## src/sv/assert_macros.svh

```systemverilog
// Assertion macros for the files that check their own logic.
`ifndef ASSERT_MACROS_SVH
`define ASSERT_MACROS_SVH

// Checked on every rising edge of i_clk while the block is out of reset.
`define ASSERT_CLK(label, prop, msg) \
    label: assert property (@(posedge i_clk) disable iff (!i_rst_n) prop) else $error(msg);

// Checked on every rising edge of i_clk, also during reset.
`define ASSERT_ALWAYS(label, prop, msg) \
    label: assert property (@(posedge i_clk) prop) else $error(msg);

`endif

```

## src/sv/ddph_pkg.sv

```systemverilog
// Types, codes and digit arithmetic for the decimal digit pixel hider.
package ddph_pkg;

    typedef enum logic [1:0] {
        OP_HIDE      = 2'd0,
        OP_FINISH    = 2'd1,
        OP_NORMALIZE = 2'd2
    } t_op;

    localparam logic [7:0] FINISH_RED_DIGIT = 8'd3;
    localparam logic [7:0] FALLBACK_RED_DIGIT = 8'd4;
    localparam logic [7:0] NORMAL_DIGIT = 8'd5;
    localparam logic [3:0] DIGIT_CAP = 4'd5;

    typedef struct packed {
        logic [1:0] op;
        logic [7:0] data_byte;
        logic [7:0] first_red;
        logic [7:0] first_green;
        logic [7:0] first_blue;
        logic [7:0] second_red;
        logic [7:0] second_green;
        logic [7:0] second_blue;
    } t_in_item;

    typedef struct packed {
        logic       pixel_offset;
        logic [7:0] new_red;
        logic [7:0] new_green;
        logic [7:0] new_blue;
        logic       last_write;
    } t_out_item;

    typedef struct packed {
        logic      has_first;
        logic      has_second;
        t_out_item first_res;
        t_out_item second_res;
    } t_core_res;

    typedef struct packed {
        logic [1:0] hun;
        logic [3:0] ten;
        logic [3:0] uni;
    } t_digits;

    // Rounds down to a multiple of ten; 205/2048 is exact for every 8-bit value.
    function automatic logic [7:0] round_down10(input logic [7:0] c);
        logic [15:0] prod;
        logic [4:0]  q;
        prod = 16'(c) * 16'd205;
        q = prod[15:11];
        return {q, 3'b000} + {2'b00, q, 1'b0};
    endfunction

    function automatic t_digits split_digits(input logic [7:0] b);
        logic [15:0] prod_h;
        logic [15:0] prod_t;
        logic [1:0]  hun;
        logic [6:0]  rem;
        logic [3:0]  ten;
        logic [6:0]  ten10;
        t_digits     d;
        prod_h = 16'(b) * 16'd41;
        hun = prod_h[13:12];
        rem = 7'(b - 8'(8'(hun) * 8'd100));
        prod_t = 16'(rem) * 16'd205;
        ten = prod_t[14:11];
        ten10 = 7'(7'(ten) * 7'd10);
        d.hun = hun;
        d.ten = ten;
        d.uni = 4'(rem - ten10);
        return d;
    endfunction

endpackage

```

## src/sv/ddph_if.sv

```systemverilog
// Valid/ready channel interfaces for the input items and the pixel writes.
interface ddph_in_if;
    logic       valid;
    logic       ready;
    logic [1:0] op;
    logic [7:0] data_byte;
    logic [7:0] first_red;
    logic [7:0] first_green;
    logic [7:0] first_blue;
    logic [7:0] second_red;
    logic [7:0] second_green;
    logic [7:0] second_blue;

    modport source (
        output valid, op, data_byte, first_red, first_green, first_blue,
               second_red, second_green, second_blue,
        input  ready
    );
    modport sink (
        input  valid, op, data_byte, first_red, first_green, first_blue,
               second_red, second_green, second_blue,
        output ready
    );
endinterface

interface ddph_out_if;
    logic       valid;
    logic       ready;
    logic       pixel_offset;
    logic [7:0] new_red;
    logic [7:0] new_green;
    logic [7:0] new_blue;
    logic       last_write;

    modport source (
        output valid, pixel_offset, new_red, new_green, new_blue, last_write,
        input  ready
    );
    modport sink (
        input  valid, pixel_offset, new_red, new_green, new_blue, last_write,
        output ready
    );
endinterface

```

## src/sv/decimal_digit_pixel_hider.sv

```systemverilog
// An accepted item goes into the input register, and its first write is loaded from there into the output register.
// Throughput: one item per cycle while o_out.ready holds; an item whose digits overflow
// makes two pixel writes, and the input stalls until the second one leaves.
// The block holds an input register and a two-entry output register (current and pending write).
// Reset: i_rst_n is synchronous, active low, and empties both registers.
module decimal_digit_pixel_hider
    import ddph_pkg::*;
(
    input  logic          i_clk,
    input  logic          i_rst_n,
    ddph_in_if.sink       i_in,
    ddph_out_if.source    o_out
);

`include "assert_macros.svh"

    logic      r_in_valid, n_in_valid;
    t_in_item  r_in, n_in;
    logic      r_out_valid, n_out_valid;
    logic      r_pend_valid, n_pend_valid;
    t_out_item r_out, n_out;
    t_out_item r_pend, n_pend;
    t_core_res core_res;
    logic      out_free;
    logic      in_ready;

    ddph_core u_core (
        .i_item (r_in),
        .o_res  (core_res)
    );

    // The output side can take a new item once its last pending write leaves.
    assign out_free = !r_out_valid || (o_out.ready && !r_pend_valid);
    assign in_ready = !r_in_valid || out_free;

    always_comb begin
        n_in_valid = r_in_valid;
        n_in = r_in;
        if (in_ready) begin
            n_in_valid = i_in.valid;
            n_in = '{op: i_in.op, data_byte: i_in.data_byte,
                     first_red: i_in.first_red, first_green: i_in.first_green,
                     first_blue: i_in.first_blue, second_red: i_in.second_red,
                     second_green: i_in.second_green, second_blue: i_in.second_blue};
        end
    end

    always_comb begin
        n_out_valid = r_out_valid;
        n_pend_valid = r_pend_valid;
        n_out = r_out;
        n_pend = r_pend;
        if (out_free) begin
            n_out_valid = r_in_valid && core_res.has_first;
            n_pend_valid = r_in_valid && core_res.has_second;
            n_out = core_res.first_res;
            n_pend = core_res.second_res;
        end else if (o_out.ready) begin
            n_out_valid = 1'b1;
            n_pend_valid = 1'b0;
            n_out = r_pend;
        end
    end

    always_ff @(posedge i_clk) begin
        if (!i_rst_n) begin
            r_in_valid <= 1'b0;
            r_out_valid <= 1'b0;
            r_pend_valid <= 1'b0;
        end else begin
            r_in_valid <= n_in_valid;
            r_out_valid <= n_out_valid;
            r_pend_valid <= n_pend_valid;
        end
    end

    always_ff @(posedge i_clk) begin
        r_in <= n_in;
        r_out <= n_out;
        r_pend <= n_pend;
    end

    assign i_in.ready = in_ready;
    assign o_out.valid = r_out_valid;
    assign o_out.pixel_offset = r_out.pixel_offset;
    assign o_out.new_red = r_out.new_red;
    assign o_out.new_green = r_out.new_green;
    assign o_out.new_blue = r_out.new_blue;
    assign o_out.last_write = r_out.last_write;

    `ASSERT_CLK(a_pend_needs_out, r_pend_valid |-> r_out_valid, "pending write without a current write")
    `ASSERT_CLK(a_pend_first_write, r_pend_valid |-> (!r_out.pixel_offset && !r_out.last_write), "first of two writes is malformed")
    `ASSERT_CLK(a_second_follows, (o_out.valid && o_out.ready && !o_out.last_write) |=> (o_out.valid && o_out.pixel_offset && o_out.last_write), "following-pixel write missing")
    `ASSERT_ALWAYS(a_reset_empty, !$past(i_rst_n) |-> (!r_out_valid && !r_pend_valid && !r_in_valid), "registers not empty after reset")

endmodule

```

## src/sv/ddph_core.sv

```systemverilog
// Combinational digit logic that turns one input item into its pixel writes.
module ddph_core
    import ddph_pkg::*;
(
    input  t_in_item  i_item,
    output t_core_res o_res
);

    logic [7:0] r1, g1, b1, r2, g2, b2;
    t_digits    dig;
    logic [8:0] g_sum, b_sum;
    logic       ovf;
    logic [3:0] cap_t, cap_u, ext_t, ext_u;

    assign r1 = round_down10(i_item.first_red);
    assign g1 = round_down10(i_item.first_green);
    assign b1 = round_down10(i_item.first_blue);
    assign r2 = round_down10(i_item.second_red);
    assign g2 = round_down10(i_item.second_green);
    assign b2 = round_down10(i_item.second_blue);
    assign dig = split_digits(i_item.data_byte);

    assign g_sum = {1'b0, g1} + 9'(dig.ten);
    assign b_sum = {1'b0, b1} + 9'(dig.uni);
    assign ovf = g_sum[8] | b_sum[8];

    assign cap_t = (dig.ten > DIGIT_CAP) ? DIGIT_CAP : dig.ten;
    assign cap_u = (dig.uni > DIGIT_CAP) ? DIGIT_CAP : dig.uni;
    assign ext_t = (dig.ten > DIGIT_CAP) ? 4'(dig.ten - DIGIT_CAP) : 4'd0;
    assign ext_u = (dig.uni > DIGIT_CAP) ? 4'(dig.uni - DIGIT_CAP) : 4'd0;

    always_comb begin
        o_res.has_first = 1'b0;
        o_res.has_second = 1'b0;
        o_res.first_res = '{pixel_offset: 1'b0, new_red: r1, new_green: g1,
                            new_blue: b1, last_write: 1'b1};
        o_res.second_res = '{pixel_offset: 1'b1, new_red: r2 + 8'(dig.hun),
                             new_green: g2 + 8'(ext_t), new_blue: b2 + 8'(ext_u),
                             last_write: 1'b1};
        case (t_op'(i_item.op))
            OP_FINISH: begin
                o_res.has_first = 1'b1;
                o_res.first_res.new_red = r1 + FINISH_RED_DIGIT;
            end
            OP_NORMALIZE: begin
                o_res.has_first = 1'b1;
                o_res.first_res.new_red = r1 + NORMAL_DIGIT;
                o_res.first_res.new_green = g1 + NORMAL_DIGIT;
                o_res.first_res.new_blue = b1 + NORMAL_DIGIT;
            end
            OP_HIDE: begin
                o_res.has_first = 1'b1;
                if (ovf) begin
                    // Digits do not fit: mark the pixel 4XY and spill into the next one.
                    o_res.has_second = 1'b1;
                    o_res.first_res.new_red = r1 + FALLBACK_RED_DIGIT;
                    o_res.first_res.new_green = g1 + 8'(cap_t);
                    o_res.first_res.new_blue = b1 + 8'(cap_u);
                    o_res.first_res.last_write = 1'b0;
                end else begin
                    o_res.first_res.new_red = r1 + 8'(dig.hun);
                    o_res.first_res.new_green = g_sum[7:0];
                    o_res.first_res.new_blue = b_sum[7:0];
                end
            end
            default: begin
                o_res.has_first = 1'b0;
            end
        endcase
    end

endmodule

```

## src/flat_wrapper.sv

```systemverilog
// flat-port wrapper written by rule: the top's interface ports become plain ports
module decimal_digit_pixel_hider_flat import ddph_pkg::*;
  (i_clk, i_rst_n, i_in_valid, i_in_op, i_in_data_byte, i_in_first_red, i_in_first_green, i_in_first_blue, i_in_second_red, i_in_second_green, i_in_second_blue, i_in_ready, o_out_valid, o_out_pixel_offset, o_out_new_red, o_out_new_green, o_out_new_blue, o_out_last_write, o_out_ready);
  ddph_in_if i_in_i ();
  ddph_out_if o_out_i ();
  input  logic i_clk;
  input  logic i_rst_n;
  input wire logic [$bits(i_in_i.valid)-1:0] i_in_valid;
  input wire logic [$bits(i_in_i.op)-1:0] i_in_op;
  input wire logic [$bits(i_in_i.data_byte)-1:0] i_in_data_byte;
  input wire logic [$bits(i_in_i.first_red)-1:0] i_in_first_red;
  input wire logic [$bits(i_in_i.first_green)-1:0] i_in_first_green;
  input wire logic [$bits(i_in_i.first_blue)-1:0] i_in_first_blue;
  input wire logic [$bits(i_in_i.second_red)-1:0] i_in_second_red;
  input wire logic [$bits(i_in_i.second_green)-1:0] i_in_second_green;
  input wire logic [$bits(i_in_i.second_blue)-1:0] i_in_second_blue;
  output wire logic [$bits(i_in_i.ready)-1:0] i_in_ready;
  output wire logic [$bits(o_out_i.valid)-1:0] o_out_valid;
  output wire logic [$bits(o_out_i.pixel_offset)-1:0] o_out_pixel_offset;
  output wire logic [$bits(o_out_i.new_red)-1:0] o_out_new_red;
  output wire logic [$bits(o_out_i.new_green)-1:0] o_out_new_green;
  output wire logic [$bits(o_out_i.new_blue)-1:0] o_out_new_blue;
  output wire logic [$bits(o_out_i.last_write)-1:0] o_out_last_write;
  input wire logic [$bits(o_out_i.ready)-1:0] o_out_ready;
  assign i_in_i.valid = i_in_valid;
  assign i_in_i.op = i_in_op;
  assign i_in_i.data_byte = i_in_data_byte;
  assign i_in_i.first_red = i_in_first_red;
  assign i_in_i.first_green = i_in_first_green;
  assign i_in_i.first_blue = i_in_first_blue;
  assign i_in_i.second_red = i_in_second_red;
  assign i_in_i.second_green = i_in_second_green;
  assign i_in_i.second_blue = i_in_second_blue;
  assign i_in_ready = i_in_i.ready;
  assign o_out_valid = o_out_i.valid;
  assign o_out_pixel_offset = o_out_i.pixel_offset;
  assign o_out_new_red = o_out_i.new_red;
  assign o_out_new_green = o_out_i.new_green;
  assign o_out_new_blue = o_out_i.new_blue;
  assign o_out_last_write = o_out_i.last_write;
  assign o_out_i.ready = o_out_ready;
  decimal_digit_pixel_hider u_core (.i_clk(i_clk), .i_rst_n(i_rst_n), .i_in(i_in_i), .o_out(o_out_i));
endmodule
```

## config.mk

```make
export PLATFORM = sky130hd
export DESIGN_NAME = decimal_digit_pixel_hider_flat
export DESIGN_NICKNAME = d
export VERILOG_FILES = /design/src/sv/ddph_pkg.sv /design/src/sv/ddph_if.sv /design/src/sv/decimal_digit_pixel_hider.sv /design/src/sv/ddph_core.sv /design/src/flat_wrapper.sv
export VERILOG_INCLUDE_DIRS = /design/src /design/src/sv
export SDC_FILE = /design/constraint.sdc
export NUM_CORES = 1
export LEC_CHECK = 0
export BUFFER_PORTS_ARGS = -buffer_cell sky130_fd_sc_hd__buf_2
export CORE_MARGIN = 3
export CORE_UTILIZATION = 50
export DETAILED_ROUTE_END_ITERATION = 12
export GPL_TIMING_DRIVEN = 0
export PLACE_DENSITY_LB_ADDON = 0.3
export SETUP_SLACK_MARGIN = 0.2
export SLEW_MARGIN = 10
export SYNTH_ARGS = -nofsm -noshare
export SYNTH_HDL_FRONTEND = slang
export SYNTH_SLANG_ARGS = --single-unit
```

## constraint.sdc

```tcl
create_clock -name i_clk -period 30.7 [get_ports i_clk]
set_input_delay 1.535 -clock i_clk [delete_from_list [all_inputs] [get_ports i_clk]]
set_output_delay 1.535 -clock i_clk [all_outputs]
set_load 0.02 [all_outputs]
```

=== After elaboration in Yosys (flattened, before gate mapping) ===
Cells that the tools add are included.

* Flip-flop bits (word level): 111
* Bits in writable memories: 0
* Input port bits: 62
* ROM bits: 0
* Latch bits: 0
* Word-level logic and storage cells: 86
* Memories kept: 0
* Output and inout bits: 28

* Shift-type cells: 0
* Equal/unequal tests: 2
* Multiplexer cells: 18
* Order comparisons: 2
* Bitwise operators: 1
* Div/mod/pow operators: 0
* Reductions and logical operators: 11
* $add $sub $neg: 23
* Multipliers: 10

{| class="wikitable"
|+ Operator list
! cell !! number
|-
| $mul 8x8->16 const B || 6
|-
| $mux 25 || 2
|-
| $add 8x6->8 || 6
|-
| $add 8x3->8 const B || 4
|-
| $add 8x4->8 || 4
|-
| $pmux 16 s2 || 1
|-
| $mux 24 || 1
|-
| $pmux 8 s3 || 1
|-
| $add 8x4->9 || 2
|-
| $add 8x2->8 || 2
|-
| $mux 4 || 4
|-
| $mul 7x8->15 const B || 1
|-
| $mul 8x6->14 const B || 1
|-
| $mux 1 || 9
|-
| $add 8x2->8 const B || 1
|-
| $gt 4x3->1 const B || 2
|-
| $sub 4x3->4 const B || 2
|-
| $sub 7x7->7 || 1
|-
| $mul 2x5->5 const B || 1
|-
| $mul 4x3->3 const B || 1
|-
| $sub 4x4->4 || 1
|-
| $logic_and 1x1->1 || 3
|-
| $logic_not 1->1 || 3
|-
| $reduce_or 3->1 || 1
|-
| 6 further kinds || 7
|}

=== Longest topological paths before layout ===
Gate-level depths: netlist of the first run.

* Word-level depth: 12
* Mapped depth: 48
* Depth with buffers taken out: 48

=== Cells and area by module ===
From an unflattened synthesis of the first run, not the netlist that was laid out.

* Cell total of the unflattened synthesis: 1335
* Area, all modules: 14188.6 um2

{| class="wikitable"
|+ By module, submodules not included
! module !! area an instance (um2) !! cells each !! seq. area each (um2) !! instances
|-
| ddph_core || 10408.7 || 1182 || 0.0 || 1
|-
| decimal_digit_pixel_hider || 3779.9 || 153 || 3363.2 || 1
|}

=== Least setup slack after synthesis of the first run ===
No wires, ideal clock.

* Kind: reg2reg
* From: register u_core.r_in[49] (netlist name)
* To: register u_core.r_pend[8] (netlist name), data pin
* Setup time: 0.258 ns
* Buffers on the path: 0
* Cell stages (with the launch flop): 48
* Arrival time: 10.123 ns
* Slack: 20.319 ns
* Clock period less this slack: 10.381 ns
* Data required time: 30.442 ns
* Path through: edfxtp_1 ha_1 fa_1 ha_1 ha_1 nand4_1 o21bai_1 a21o_1 a21oi_1 o21ai_0 a21oi_1 o21bai_1 xor2_1 inv_1 fa_1 o21a_1 nor2_1 xnor2_1 [12 not listed] nand2_1 xor2_1 xnor2_1 ha_1 a311o_1 xnor2_1 xnor2_1 mux2i_1 nand2_1 fa_1 inv_1 ha_1 a21o_1 a21oi_1 o21bai_1 a21oi_1 xnor2_1 xnor2_1

{| class="wikitable"
|+ RTL lines
! what !! RTL line !! RTL
|-
| start, declared || decimal_digit_pixel_hider.sv:18 || <nowiki>t_in_item r_in, n_in;</nowiki>
|-
| start signal, assigned || decimal_digit_pixel_hider.sv:78 || <nowiki>r_in <= n_in;</nowiki>
|-
| end signal, assigned || decimal_digit_pixel_hider.sv:80 || <nowiki>r_pend <= n_pend;</nowiki>
|-
| end, declared || decimal_digit_pixel_hider.sv:22 || <nowiki>t_out_item r_pend, n_pend;</nowiki>
|}

==> results of run 1 <==
## critical path, delay by kind of cell, from the launching register on
family	cells	cell delay, ps
and+or+nand+nor	4	480
buffers and inverters	4	360
muxes	1	250
xor gates and xnor gates	10	2600
DFF	1	540
adders and majority gates	13	4830
AOI/OAI and AO/OA	15	2580
## area by class of cell
class	count	area, um^2
plain buffers	17	73.8
clock buffers	9	225
clock inverters	7	83.8
fillers	2519	12400
inverters	279	1050
multi-input cells	1027	10000
flip-flops and latches	111	3290
well taps	378	473
repair buffers	91	493
## per-stage QoR
stage / setup WS [ps] / cell area [um^2] / util, %
3_3_place_gp: 18880 / 15400 / 54.7
5_1_grt: 18040 / 15700 / 56.0
2_1_floorplan: 20320 / 14400 / -
3_5_place_dp: 18720 / 15400 / 54.9
6_report: 18790 / 15700 / 56.0
4_1_cts: 18660 / 15700 / 56.0
## worst max path at each step
| stage | slack (ps) | startpoint | endpoint | cells past startpoint |
|---|---|---|---|---|
| floorplan | 20320 | u_core.r_in[49] | u_core.r_pend[8] | 47 |
| global route | 18040 | u_core.r_in[49] | u_core.r_pend[8] | 47 |
| CTS | 18660 | u_core.r_in[49] | u_core.r_pend[8] | 47 |
| finish | 18790 | u_core.r_in[49] | u_core.r_pend[8] | 47 |
| detailed placement | 18720 | u_core.r_in[49] | u_core.r_pend[8] | 47 |
| global placement | 18880 | u_core.r_in[49] | u_core.r_pend[8] | 47 |
## layer usage
layer	global-route usage (%)	wire, um	vias to the layer above
met5	0	0	-
met4	4.29	364	0
met3	3.18	1300	24
met2	33.4	13800	187
met1	26.0	13400	4956
li1	-	-	5180
## flip-flops by register name, summed over array words and instances (netlist names)
register / flops
u_core.o_out.pixel_offset: 1
u_core.o_out.valid: 1
u_core.r_pend: 24
u_core.r_in_valid: 1
u_core.r_pend_valid: 1
u_core.r_in: 58
u_core.o_out.last_write: 1
u_core.o_out.new_red: 8
u_core.o_out.new_green: 8
u_core.o_out.new_blue: 8
## synthesized netlist by cell type (all sizes together) (11+ instances only)
library cell,instances
edfxtp,107
inv,279
mux2i,12
o21a,13
nor2,72
nand2b,11
fa,88
clkbuf,14
nor3,13
a21oi,78
o21ai,33
nor2b,15
xnor2,50
nand3,26
nand2,60
a21o,19
xor2,27
ha,367
## cells by family after synthesis
group / after synthesis / synth area share (%)
simple gates: 246 / 8.40
buf+inv: 296 / 7.75
compound gates: 229 / 10.8
fa+ha+maj: 455 / 44.0
mux: 16 / 1.17
other cells: 1 / 0.0260
xor+xnor: 79 / 5.05
flops: 111 / 22.8
==> impl_results.md, run 1 <==
- Status: finished, final reports clean
- Synthesized area per cell: 10.1 um^2
- Setup TNS: 0 ps
- Area grow syn2layout: 8.93%
- # nets final: 2053
- Initial DRC count: 491
- Fin crit period: 11910 ps
- Setup Buffers After CTS: 0
- Worst-path fanout max: 6
- Port bufs: 89
- Total gr overflow: 0
- Share of cells above drive strength 1: 9.15%
- Unrepaired setup endpoints after global routing: no
- CTS H-Tree Depth: 3
- DRT Wirelength: 28800 um
- CTS tree: built
- Clk slew on worst S/H paths: 90 ps
- Global Route Usage Sum: 19.5%
- Initial DRT Pass Iterations: 5
- Hold WS: 466 ps
- Final period util: 38.8%
- DR vias/cell: 5.39
- Worst Reg-to-Reg Cells: 47
- WL/cell: 15.0 um
- Asr flop ratio synth: 0%
- RR Startpoint: u_core.r_in[49]
- TritonCTS Buffers: 9
- DR DRC count: 0
- CTS-repair resized insts: 0
- Seq/Total Area, Yosys: 22.8%
- Worst slew margin: 30.6%
- Initial antenna violation count: 0
- Fin. Hold Viols: 0
- Die W: 176 um
- First-pass GRT wire length: 49500 um
- Commonest cells after routing, fill and taps aside: ha_1 (367), inv_1 (279), edfxtp_1 (107)
- R2r endpoint: u_core.r_pend[8]
- Crit path required time: 30830 ps
- GPL Wtd Cong: 0.976
- CTS root buffer: clkbuf_16
- Synth top area share: 31.8%
- CTS sink count: 111
- Yosys warning total: 0
- Post-synth EDFFs: 107
- Most common cell after layout, fill and taps aside: ha_1
- Slowest stage delay, CP: 610 ps
- Dpl hpwl: 24200 um
- Post-Syn Area: 0.0144 mm^2
- Clk buf depth: 2
- Vias in the first global route: 10600
- MaxCap Viol Count: 0
- Worst Hold Path EP: u_core.o_out.pixel_offset
- DR vias: 10300
- Synth area leaders: ha_1 (32%), edfxtp_1 (22%), fa_1 (12%)
- Crit start category: flip-flop
- Cells after DPL: 1903
- Slew @ Worst Pin: 1040 ps
- Crit path kind: flip-flop to flip-flop
- Final setup violation count: 0
- Clk_skew: 13.5 ps
- Crit path capture type: flip-flop
- Worst skew pair latency: 380 ps
- I/O pin total: 90
- HP Start: u_core.o_out.pixel_offset
- Largest net degree at the start of global routing: 34
- Flops & latches, synth: 111
- Netlist cell types: 78
- R2R setup slack: 18790 ps
- Hold WC Path Type: flip-flop to flip-flop
- CORE AREA: 0.0281 mm^2
- Row count: 61
- Remaining antenna violation count: 0
- Yosys top cell by area: ha_1
- CP Data Arrival Time: 12040 ps
- Achievable clock frequency: 0.0839 GHz
- Initial core utilization: 51.4%
- Non-filler instance count after layout: 1919
- Hold Buf Count CTS: 0
- Synthesized instance count: 1433
- Main synth FF type: edfxtp_1
- Die ar.: 0.0310 mm^2
- Hold path cells: 2
- Final Max Tran Viols: 0
- N_diodes: 0
- Chip Height: 176 um
- Slowest CP cell: xor2_1
Power of run 1 is not shown: default switching activity piles up to over one toggle a cycle in this logic, so the estimate is an artifact.
==> inputs of run 2 (changes only) <==
clock period = 12.5 ns   (was 30.7 ns; I/O delays follow)
==> impl_results.md, run 2 (synthesis gave the netlist of run 1 again) <==
- CTS root buffer: clkbuf_16
- Die ar.: 0.0310 mm^2
- Fill cell count: 2517
- CP dominant cell by count: ha_1
- Vias in the first global route: 10600
- Final period util: 92.1%
- Crit path kind: flip-flop to flip-flop
- Slowest stage delay, CP: 550 ps
- Unrepaired setup endpoints after global routing: no
- Worst slew margin: 30.4%
- CTS H-Tree Depth: 3
- GPL Wtd Cong: 0.976
- Share of cells above drive strength 1: 9.28%
- Slew @ Worst Pin: 1040 ps
- Clk slew on worst S/H paths: 90 ps
- Initial antenna violation count: 0
- Register name with the most flops: u_core.r_in
- CTS-repair resized insts: 0
- CTS sink count: 111
- Slowest CP cell: fa_1
- Status: finished, final reports clean
- Most common cell after layout, fill and taps aside: ha_1
- Final setup violation count: 0
- Crit start category: flip-flop
- DRT Wirelength: 28800 um
- Fin crit period: 11520 ps
- WL/cell: 15.0 um
- Crit-path leading delay family: adder cells
- Port bufs: 89
- Commonest cells after routing, fill and taps aside: ha_1 (367), inv_1 (279), edfxtp_1 (107)
- Metal3 WL: 1270 um
- Initial DRC count: 481
- Met1 WL: 13400 um
- First-pass GRT wire length: 49500 um
- TritonCTS Buffers: 9
- Setup Buffers After CTS: 0
- Initial DRT Pass Iterations: 6
- Chip Height: 176 um
- CP Data Arrival Time: 11650 ps
- Top Registers: u_core.r_in (58), u_core.r_pend (24)
- Initial core utilization: 51.4%
- # nets final: 2053
- Hold WC Path Type: input pin to flip-flop
- Max Used Layer: met4
- Area grow syn2layout: 9.04%
- Clk_skew: 14.2 ps
- Hold Buf Count CTS: 0
- Worst skew pair latency: 380 ps
- MaxCap Viol Count: 0
- Final Max Tran Viols: 0
- Worst-path fanout max: 6
- Dpl hpwl: 24200 um
- Setup TNS: 0 ps
- Global Route Usage Sum: 19.5%
- DR DRC count: 0
- CP bufs+invs: 4
- Clk buf depth: 2
- Largest net degree at the start of global routing: 34
- Fin. Hold Viols: 0
- CTS tree: built
- CORE AREA: 0.0281 mm^2
- N_diodes: 0
- Row count: 61
- Crit path required time: 12630 ps
- Crit path capture type: flip-flop
- Total gr overflow: 0
- Die W: 176 um
- Achievable clock frequency: 0.0868 GHz
- DR vias: 10400
- I/O pin total: 90
- DR vias/cell: 5.40
- Metal2 WL: 13700 um
- Largest register FFs: 58
- Remaining antenna violation count: 0
==> run 2: final cells by class <==
class	instances	area [um^2]	share of cell area, %
well taps	378	473	3.00
multi-input cells	1027	10100	63.9
plain buffers	17	73.8	0.469
repair buffers	91	493	3.13
clock buffers	9	225	1.43
clock inverters	7	83.8	0.532
flip-flops and latches	111	3290	20.9
inverters	279	1050	6.65
==> run 2: path summary, 6_finish.rpt <==
kind	slack, ps	cells after the start	endpoint	start
hold reg to reg	470	2	u_core.o_out.pixel_offset	u_core.o_out.pixel_offset
setup / recovery	980	47	u_core.r_pend[8]	u_core.r_in[49]
hold / removal	410	1	u_core.r_in[49]	i_in_data_byte[1]
setup reg to reg	980	47	u_core.r_pend[8]	u_core.r_in[49]
==> run 2: routing by layer <==
metal / GRT usage, % / vias up
met5: 0 / -
met4: 4.29 / 0
met3: 3.18 / 25
met2: 33.4 / 193
met1: 26.0 / 4965
li1: - / 5175
==> run 2: stage by stage <==
step	hold WS, ps	instances	util (%)	cell area [um^2]	worst slack, ps
global placement	443	1901	54.7	15400	682
CTS	397	1919	56.0	15700	455
finish	415	1919	56.1	15700	982
floorplan	470	1434	-	14400	2120
global route	403	1919	56.1	15700	239
detailed placement	453	1903	54.9	15400	520
Power of run 2 is left out for the same reason.
==> inputs of run 3 (changes only) <==
PLACE_DENSITY_LB_ADDON = 0.2   (was 0.3)
REMOVE_ABC_BUFFERS = 1   (was unset)
==> impl_results.md, run 3 (synthesis gave the netlist of run 1 again) <==
- CP bufs+invs: 5
- CP Data Arrival Time: 11550 ps
- Setup Buffers After CTS: 0
- Non-filler instance count after layout: 1903
- Initial antenna violation count: 1
- Dpl hpwl: 23600 um
- Global Route Usage Sum: 19.2%
- Die ar.: 0.0310 mm^2
- GPL Wtd Cong: 0.869
- Busiest grt layer: met2
- Met1 usage: 25.6%
- N_diodes: 0
- Crit start category: flip-flop
- TritonCTS Buffers: 9
- Finished Core Util: 56.0%
- Worst slew margin: 21.7%
- Most common cell after layout, fill and taps aside: ha_1
- CTS H-Tree Depth: 3
- Chip Height: 176 um
- Share of cells above drive strength 1: 9.38%
- Largest net degree at the start of global routing: 40
- Unrepaired setup endpoints after global routing: no
- DR DRC count: 0
- Fin. Hold Viols: 0
- DR vias/cell: 5.33
- Area grow syn2layout: 8.93%
- Initial core utilization: 51.4%
- Crit path required time: 12620 ps
- Total gr overflow: 0
- Slowest stage delay, CP: 540 ps
- Setup TNS: 0 ps
- DR vias: 10100
- Status: finished, final reports clean
- Vias in the first global route: 10500
- Slowest CP cell: edfxtp_1
- Initial DRC count: 541
- Row count: 61
- Top Registers: u_core.r_in (58), u_core.r_pend (24)
- Slew @ Worst Pin: 1180 ps
- Remaining antenna violation count: 0
- Worst-path fanout max: 6
- I/O pin total: 90
- Fin crit period: 11430 ps
- Crit-path leading delay family: adder cells
- Register name with the most flops: u_core.r_in
- Commonest cells after routing, fill and taps aside: ha_1 (367), inv_1 (278), edfxtp_1 (107)
- Fill cell count: 2557
- M2 GR Usage: 33.2%
- Hold Buf Count CTS: 0
- DRT Wirelength: 28200 um
- Final period util: 91.4%
- CTS root buffer: clkbuf_16
- Clk_skew: 17.0 ps
- Hold WC Path Type: input pin to flip-flop
- # nets final: 2037
- Hold WS: 420 ps
- Met3 Use GR: 2.65%
- MaxCap Viol Count: 0
- Crit path capture type: flip-flop
- Achievable clock frequency: 0.0875 GHz
- Clk buf depth: 2
- Largest register FFs: 58
- Initial DRT Pass Iterations: 5
- Port bufs: 89
- First-pass GRT wire length: 48600 um
- Final setup violation count: 0
- Crit path kind: flip-flop to flip-flop
- Cells after DPL: 1887
- Die W: 176 um
- CTS sink count: 111
- CTS tree: built
- Clk slew on worst S/H paths: 90 ps
- CP dominant cell by count: ha_1
- Final Max Tran Viols: 0
- Worst skew pair latency: 380 ps
- CORE AREA: 0.0281 mm^2
- WL/cell: 14.8 um
==> run 3: timing repair <==
item / in CTS / in global routing
setup endpoints to repair: 0 / 20
hold endpoints to repair: 0 / 0
resized for setup: 0 / 3
==> run 3: metrics by stage <==
step,setup WS [ps],instance area (um^2)
floorplan,2120,14400
global placement,672,15300
detailed placement,555,15400
CTS,458,15700
global route,307,15700
finish,1070,15700
==> run 3: area by class of cell <==
class / count / area (um^2) / area share [%]
tap: 378 / 473 / 3.01
inverter: 279 / 1050 / 6.66
clock buffer: 9 / 225 / 1.43
clock inverter: 7 / 96.3 / 0.612
sequential: 111 / 3290 / 20.9
timing repair buffer: 92 / 520 / 3.31
multi-input combinational: 1027 / 10100 / 64.1
==> run 3: worst paths after layout <==
| kind | slack (ps) | to | cells after the start | startpoint |
|---|---|---|---|---|
| worst max-delay path | 1070 | u_core.r_pend[8] | 48 | u_core.r_in[49] |
| worst min-delay path | 420 | u_core.r_in[44] | 1 | i_in_first_red[4] |
| worst max register to register | 1070 | u_core.r_pend[8] | 48 | u_core.r_in[49] |
| worst min register to register | 460 | u_core.o_out.pixel_offset | 2 | u_core.o_out.pixel_offset |
==> run 3: per-layer routing <==
metal	part of all wire [%]	routed length, um
met5	0.046	13
met3	3.7	1050
met4	1.4	392
met1	47	13100
met2	48	13600
Power of run 3 is left out for the same reason.
